$ cat src/rtl/core/safc_pkg.sv
// ============================================================================
// safc_pkg
// Shared widths, reset values, register indexes and types for the
// set-associative FIFO-replacement tag unit.
// ============================================================================
`default_nettype none

package safc_pkg;

    localparam int ADDR_W    = 32;
    localparam int TAG_W     = 32;
    localparam int CNT_W     = 32;
    localparam int SET_OUT_W = 8;
    localparam int SET_RAW_N = 256;   // codes of the 8-bit raw set field

    localparam int OFF_W = 5;
    localparam int IDX_W = 4;
    localparam int WAYS_W = 4;
    localparam int CFG_ADDR_W = 2;
    localparam int CFG_DATA_W = 5;

    localparam logic [OFF_W-1:0]  OFF_MAX = 5'd16;
    localparam logic [IDX_W-1:0]  IDX_MAX = 4'd8;

    localparam logic [OFF_W-1:0]  OFF_RESET  = 5'd6;
    localparam logic [IDX_W-1:0]  IDX_RESET  = 4'd4;
    localparam logic [WAYS_W-1:0] WAYS_RESET = 4'd4;

    localparam int MAX_SETS_DEF = 256;
    localparam int MAX_WAYS_DEF = 8;
    localparam int QUEUE_DEPTH  = 2;

    // register indexes
    localparam logic [CFG_ADDR_W-1:0] CFG_OFFSET_BITS = 2'd0;
    localparam logic [CFG_ADDR_W-1:0] CFG_INDEX_BITS  = 2'd1;
    localparam logic [CFG_ADDR_W-1:0] CFG_WAYS_IN_USE = 2'd2;

    typedef struct packed {
        logic [OFF_W-1:0]  offset_bits;
        logic [IDX_W-1:0]  index_bits;
        logic [WAYS_W-1:0] ways_in_use;
        logic              flush;       // empty every set this cycle
    } safc_cfg_t;

endpackage

`default_nettype wire

$ cat src/rtl/core/safc_queue.sv
// ============================================================================
// safc_queue
// Small register FIFO between the classify front and the lookup back.
// ============================================================================
`default_nettype none

module safc_queue #(
    parameter int WIDTH = 8,
    parameter int DEPTH = 2,
    localparam int PTR_W = (DEPTH > 1) ? $clog2(DEPTH) : 1,
    localparam int CNT_W = $clog2(DEPTH + 1)
) (
    input  wire logic             aclk,
    input  wire logic             aresetn,
    input  wire logic             push,
    input  wire logic [WIDTH-1:0] push_data,
    output logic                  full,
    input  wire logic             pop,
    output logic                  not_empty,
    output logic      [WIDTH-1:0] head_data
);

    logic [WIDTH-1:0] ent_reg [DEPTH];
    logic [PTR_W-1:0] wr_ptr_reg, wr_ptr_next;
    logic [PTR_W-1:0] rd_ptr_reg, rd_ptr_next;
    logic [CNT_W-1:0] cnt_reg, cnt_next;
    logic             do_push, do_pop;

    assign full      = (cnt_reg == CNT_W'(DEPTH));
    assign not_empty = (cnt_reg != '0);
    assign head_data = ent_reg[rd_ptr_reg];
    assign do_push   = push && !full;
    assign do_pop    = pop && not_empty;

    always_comb begin
        wr_ptr_next = wr_ptr_reg;
        rd_ptr_next = rd_ptr_reg;
        cnt_next    = cnt_reg;
        if (do_push) begin
            wr_ptr_next = (wr_ptr_reg == PTR_W'(DEPTH - 1)) ? '0 : wr_ptr_reg + 1'b1;
        end
        if (do_pop) begin
            rd_ptr_next = (rd_ptr_reg == PTR_W'(DEPTH - 1)) ? '0 : rd_ptr_reg + 1'b1;
        end
        if (do_push && !do_pop) begin
            cnt_next = cnt_reg + 1'b1;
        end else if (do_pop && !do_push) begin
            cnt_next = cnt_reg - 1'b1;
        end
    end

    always_ff @(posedge aclk) begin
        if (!aresetn) begin
            wr_ptr_reg <= '0;
            rd_ptr_reg <= '0;
            cnt_reg    <= '0;
        end else begin
            wr_ptr_reg <= wr_ptr_next;
            rd_ptr_reg <= rd_ptr_next;
            cnt_reg    <= cnt_next;
        end
    end

    always_ff @(posedge aclk) begin
        if (do_push) begin
            ent_reg[wr_ptr_reg] <= push_data;
        end
    end

endmodule

`default_nettype wire

$ cat src/rtl/core/safc_front.sv
// ============================================================================
// safc_front
// Accepts addresses, splits them into set and tag under the current
// offset/index widths and queues them for the lookup back end.
// ============================================================================
`default_nettype none

module safc_front import safc_pkg::*; #(
    parameter int MAX_SETS = MAX_SETS_DEF,
    localparam int SET_W = (MAX_SETS > 1) ? $clog2(MAX_SETS) : 1,
    localparam int ENT_W = SET_W + TAG_W
) (
    input  wire logic              aclk,
    input  wire logic              aresetn,
    input  wire safc_cfg_t         cfg,
    input  wire logic              s_valid,
    output logic                   s_ready,
    input  wire logic [ADDR_W-1:0] s_address,
    input  wire logic              q_pop,
    output logic                   q_valid,
    output logic      [ENT_W-1:0]  q_data
);

    logic [OFF_W-1:0]     off_eff;
    logic [IDX_W-1:0]     idx_eff;
    logic [ADDR_W-1:0]    shifted;
    logic [SET_OUT_W-1:0] set_raw;
    logic [TAG_W-1:0]     tag;
    logic [SET_W-1:0]     set_wrap;
    logic [SET_W-1:0]     set_wrap_tab [SET_RAW_N];
    logic                 q_full;

    // raw set code folded into the sets that exist
    for (genvar g = 0; g < SET_RAW_N; g++) begin : g_wrap
        assign set_wrap_tab[g] = SET_W'(g % MAX_SETS);
    end

    assign off_eff  = (cfg.offset_bits > OFF_MAX) ? OFF_MAX : cfg.offset_bits;
    assign idx_eff  = (cfg.index_bits > IDX_MAX) ? IDX_MAX : cfg.index_bits;
    assign shifted  = s_address >> off_eff;
    assign set_raw  = shifted[SET_OUT_W-1:0] & ~(8'hFF << idx_eff);
    assign tag      = s_address >> (6'(off_eff) + 6'(idx_eff));
    assign set_wrap = set_wrap_tab[set_raw];
    assign s_ready  = !q_full;

    safc_queue #(
        .WIDTH (ENT_W),
        .DEPTH (QUEUE_DEPTH)
    ) u_queue (
        .aclk      (aclk),
        .aresetn   (aresetn),
        .push      (s_valid),
        .push_data ({set_wrap, tag}),
        .full      (q_full),
        .pop       (q_pop),
        .not_empty (q_valid),
        .head_data (q_data)
    );

endmodule

`default_nettype wire

$ cat config.mk
export PLATFORM = sky130hd
export DESIGN_NAME = safc_front
export DESIGN_NICKNAME = d
export VERILOG_FILES = /design/src/rtl/core/safc_pkg.sv /design/src/rtl/core/safc_queue.sv /design/src/rtl/core/safc_front.sv
export SDC_FILE = /design/constraint.sdc
export NUM_CORES = 1
export LEC_CHECK = 0
export BUFFER_PORTS_ARGS = -buffer_cell sky130_fd_sc_hd__buf_2
export CAP_MARGIN = 0
export CELL_PAD_IN_SITES_DETAIL_PLACEMENT = 2
export CELL_PAD_IN_SITES_GLOBAL_PLACEMENT = 2
export CORE_AREA = 2 2 122 124
export CTS_CLUSTER_SIZE = 16
export DETAILED_ROUTE_END_ITERATION = 10
export DIE_AREA = 0 0 124 126
export PLACE_DENSITY = 0.91
export SLEW_MARGIN = 20
export SYNTH_ARGS = -nofsm -noshare
export SYNTH_HDL_FRONTEND = slang
export SYNTH_SLANG_ARGS = --single-unit
$ cat constraint.sdc
create_clock -name aclk -period 5.5 [get_ports aclk]
set_clock_uncertainty 0.05 [all_clocks]
set_input_delay 0.825 -clock aclk [delete_from_list [all_inputs] [get_ports aclk]]
set_output_delay 0.825 -clock aclk [all_outputs]
set_load 0.01 [all_outputs]
## After elaboration in Yosys (flattened, before gate mapping)

Memory sizes are Yosys's and may differ from the RTL's. A register that Yosys moved wholly into a read port is not among the register bits.
Index checks and enable logic that the tools add are counted.

- Logic and storage cells: 41
- Output and inout bits: 42
- Memory bits (read-only): 2048
- Memories kept: 2
- Input bits: 50
- Flip-flop bits (word level): 4
- Memory bits (writable): 80

- Equality and inequality tests: 1
- Order comparisons: 3
- Shifts and indexed selects: 3
- Add/subtract/negate cells: 5
- Bitwise operators: 3
- Reductions and logical operators: 9
- Multiplexer cells: 12

Memory list:

| memory | depth | bits a word | rd ports | clocked after Yosys merged registers in | write ports | RTL line | source |
|---|---|---|---|---|---|---|---|
| (no name shown) | 256 | 8 | 1 | 0 | 0 | safc_front.sv:43 | `assign set_wrap = set_wrap_tab[set_raw];` |
| u_queue.ent_reg | 2 | 40 | 1 | 1 | 1 | safc_queue.sv:23 | `logic [WIDTH-1:0] ent_reg [DEPTH];` |

Operators by type and width:

| operator | number |
|---|---|
| 32-bit by 5-bit >> shifter with 8-bit output | 1 |
| 32-bit by 6-bit >> shifter with 32-bit output | 1 |
| 8-bit two-way mux | 2 |
| 9-bit greater-or-equal comparator (second input constant) | 1 |
| 8-bit NOT with 9-bit output | 1 |
| 8-bit AND | 1 |
| 8-bit NOT | 1 |
| 8-bit by 4-bit << shifter with 8-bit output (first input constant) | 1 |
| 5-bit by 4-bit adder with 6-bit output | 1 |
| 1-bit two-way mux | 6 |
| 5-bit > comparator (second input constant) | 1 |
| 5-bit two-way mux | 1 |
| 4-bit > comparator (second input constant) | 1 |
| 1-bit logical AND | 4 |
| 2-bit two-way mux | 2 |
| 4-bit two-way mux | 1 |
| 2-bit nonzero test | 2 |
| 1-bit logical NOT | 3 |
| 1-bit adder (second input constant) | 2 |
| 2-bit by 1-bit adder with 2-bit output (second input constant) | 1 |
| 2-bit equality test (second input constant) | 1 |
| 2-bit by 1-bit subtractor with 2-bit output (second input constant) | 1 |

## Depth between registers and ports, before layout

- Depth in word-level cells: 9
- Gate-level depth with buffers: 13
- Depth with buffers taken out: 10

## Cells and area by module

A second synthesis with hierarchy kept.

- Cells, all modules: 516
- Area total of the unflattened synthesis: 5979.5 um^2

By module, submodules not included:

| module | times used | cells an instance | seq. area each (um^2) | area each (um^2) |
|---|---|---|---|---|
| safc_queue | 1 | 149 | 2502.4 | 3109.2 |
| safc_front | 1 | 367 | 0.0 | 2870.3 |

## Worst setup path after synthesis

Ideal clock, no wire load.

- Path kind: in2reg
- From: input port cfg[13] (netlist bit)
- To: memory u_queue.ent_reg[0][0] (netlist bit) (data pin)
- Slack: 1.983 ns
- Path buffers: 5
- Stages on the path: 13
- Setup time: 0.277 ns
- Arrival: 3.191 ns
- Data required time: 5.173 ns
- Cells stage by stage: buf_6 nand2b_1 buf_2 buf_2 xnor2_1 ha_1 buf_1 buf_2 mux2i_1 o21ai_0 o41ai_4 mux2i_1 o22ai_1

- Word-level cells in the longest chain between the ends: 4

Ends and longest elaborated chain:

| item | RTL line | source |
|---|---|---|
| from (decl) | safc_front.sv:15 | `input wire safc_cfg_t cfg,` |
| 5-bit > comparator | safc_front.sv:38 | `assign off_eff = (cfg.offset_bits > OFF_MAX) ? OFF_MAX : cfg.offset_bits;` |
| 5-bit two-way mux (*) | safc_front.sv:38 |  |
| 5-bit by 4-bit adder with 6-bit output (*) | safc_front.sv:42 | `assign tag = s_address >> (6'(off_eff) + 6'(idx_eff));` |
| 32-bit by 6-bit >> shifter with 32-bit output (*) | safc_front.sv:42 |  |
| via tag[0] | safc_front.sv:28 | `logic [TAG_W-1:0] tag;` |
| to (decl) | safc_queue.sv:23 |  |

Mark *: on every way through the listed nets, which the timed path passes. The rest lies on a longest branch.

## Final worst setup path

- From: input port cfg[13] (netlist bit)
- To: memory u_queue.ent_reg[1][3] (netlist bit) (data pin)

The elaborated chain is that of the path after synthesis.

==> metrics.yaml <==
logic_synthesis:
  ys_types: 60
  ys_seq_area_share_pct: 42.26
  synthTopCellsByArea: "edfxtp_1 41%, mux2i_1 14%, mux2_2 11%"
  ys.flop_type: "edfxtp_1"
  syn-num-nets: 540
  yosys_warnings: 0
  synth_common_cells: "80 x edfxtp_1, 80 x mux2i_1, 56 x mux2_2, 34 x nand2_1, 20 x a21oi_1"
  synth_area_per_cell_sq_um: 12.21
  synth-edff-count: 80
  yosysTopAreaCellShare_pct: 40.57
  yosysTopAreaCell: "edfxtp_1"
  synth_area_sq_um: 5922
  synth_cells: 485
  ys_ff_latch: 85
  synthArstFlopShare_pct: 0
routing:
  num_vias: 4572
  routedWlPerCell_microns: 26.02
  initialDrtViolationCount: 287
  drt-total-wl_mm: 19.52
  route.met3.wl_microns: 840
  ant_nets: 0
  wl_met1_mm: 7.758
  first_pass_iters: 5
  wl_met2_mm: 10.31
  vias_per_cell: 6.096
  drc: 0
  top_layer: "met4"
placed_design:
  place_ws_ns: 0.8134
  port_buffers: 86
  hpwl_mm: 14.74
  place.gp.congestion: 0.9280
critical_path:
  rrSetupSlack_ns: 3.70
  cp-start-kind: "primary input"
  cp-endpoint: "u_queue.ent_reg[1][3]"
  reg2reg_depth: 5
  path_depth: 11
  reg2reg_to: "u_queue.ent_reg[0][26]"
  critical_path.max_fanout: 19
  cp.required_ns: 5.47
  cp-startpoint: "cfg[13]"
  cp_num_buf_inv: 4
  r2r-start: "u_queue.cnt_reg[0]"
  path_cells: "buf_2 > inv_2 > nand2_1 > inv_1 > ha_1 > nor3_2 > or2_1 > buf_4 > mux2_4 > mux2i_1 > o32ai_1"
  cp.arrival_ns: 4.41
  slowest_stage: "nor3_2"
  endpoint_kind: "flop"
  path_class: "in2reg"
  critPathMaxStageDelay_ns: 0.48
  crit_family: "simple AND/OR/NAND/NOR gates"
timing:
  finalCritPeriodShare_pct: 80.75
  hold_violations: 0
  setup_ws_ns: 1.059
  setup_tns_ns: 0
  report.final.slew_viol_count: 0
  worst_slew_pin_slew_ns: 0.9980
  finalCriticalPeriod_ns: 4.441
  setup_viol: 0
  fmax_mhz: 225.2
  slew_headroom_pct: 33.31
  rsz0062_at_grt: "no"
  holdWs_ns: 0.4857
final_layout:
  diodes: 0
  nets: 617
  largest_reg_flops: 80
  finish.utilization_pct: 47.40
  fillers: 1432
  drive_above_1_share_pct: 36.22
  area_delta_synth_final_pct: 14.56
global_route:
  antenna_found_initial: 0
  grt_max_degree: 42
  grt_pass1_vias: 4912
  globalRouteTotalUtil_pct: 25.37
  grt.overflow.total: 0
  grt_pass1_wl_mm: 29.75
clocking:
  post_cts.repair.setup_buffers: 0
  postCtsResizedCells: 0
  cts_tree: "done"
  hold_buffers: 0
  cts_num_sinks: 85
  clock_tree.root_cell: "clkbuf_16"
  insertion_delay_ns: 0.33
  htree_levels: 3
  clk_pin_slew_ns: 0.06
  clk_path_buf_depth: 2
  cts_buffers: 9
power:
  irDropWorstVdd_v: 0.0001446
  finalPower_w: 0.002452
  power_density_nw_per_um2: 361.4
  p_leak_nw: 2.680
floorplan:
  num_rows: 44
  core_sq_um: 14310
  die-area_sq_um: 15620
  die_w_microns: 124
  num_io_pins: 92
  die_y_microns: 126
  start_util_pct: 41.37
flow_run:
  drv_cap: 0
hold_path:
  hp-class: "reg2reg"
run_status:
  status: "complete, no violations"
-- per-stage QoR --
stage	area (sq um)	std cells
after floorplan	5922	485
after detailed placement	6471	733
final	6784	750
after global placement	6471	733
after CTS	6729	748
after global routing	6784	750
-- worst min-delay path: stages (launching register included) --
cell      delay (ns)
dfxtp_1         0.33
o21ai_0         0.07
a21boi_0        0.08
-- how the worst min path moves through the flow --
stage	slack (ns)	to	cells past startpoint	start
floorplan	0.42	u_queue.cnt_reg[1]	2	u_queue.cnt_reg[1]
global placement	0.43	u_queue.cnt_reg[1]	2	u_queue.cnt_reg[1]
detailed placement	0.48	u_queue.cnt_reg[1]	2	u_queue.cnt_reg[1]
CTS	0.49	u_queue.cnt_reg[1]	2	u_queue.cnt_reg[1]
global route	0.54	u_queue.cnt_reg[1]	2	u_queue.cnt_reg[1]
finish	0.49	u_queue.cnt_reg[1]	2	u_queue.cnt_reg[1]
-- placed cells by master (no fill, tap or decap), types with 3 or more instances in the layout --
master,instances
mux2_4,5
buf_2,86
clkbuf_16,9
o32ai_1,6
a21oi_1,20
mux4_2,17
dfxtp_1,5
o211ai_1,7
nand2b_1,3
nor3_1,3
mux2_2,56
a211o_1,4
nor3b_1,4
edfxtp_1,80
nand3_1,6
and2_1,5
o21ai_0,15
inv_1,4
nor2_1,17
buf_4,11
ha_1,5
a31oi_1,3
nor2b_1,13
nand2_1,34
a211oi_1,6
a22oi_1,7
mux2i_1,80
o21a_1,3
or3_1,3
xnor2_1,4
and3_1,4
-- cells by family (layout without fill, tap and decap cells) --
kind of cell    count (synthesis)  after routing  share of synthesized area (%)
mux                           159            159                          32.09
compound gates                 90             90                          10.75
fa+ha+maj                       6              6                          1.247
flops                          85             85                          42.26
xor+xnor                        7              7                          1.289
simple gates                   99             99                          8.578
buf+inv                        39            120                          3.782
-- layout make-up --
type                            count  area, sq um  area share [%]
Clock buffer                       10        229.0           3.375
Inverter                            6        22.52          0.3320
Tap cell                          184        230.2           3.394
Sequential cell                    85         2502           36.89
Clock inverter                      5        28.78          0.4242
Timing Repair Buffer               99        568.0           8.373
Multi-Input combinational cell    361         3203           47.21
-- power breakdown --
group	leakage, nW	internal (W)	total, W	switching (W)
registers	0.805	0.000856	0.000905	0.0000491
logic	1.75	0.000433	0.00101	0.000572
clock network	0.122	0.000300	0.000541	0.000240
total	2.68	0.00159	0.00245	0.000862
-- per-layer routing --
metal  vias to the layer above  GRT usage [%]
met1                      2294          31.61
met5                         -              0
met2                       194          45.35
met3                        40          2.264
met4                         0          9.121
li1                       2044              -
No activity file was read; power rests on OpenSTA's default activity.
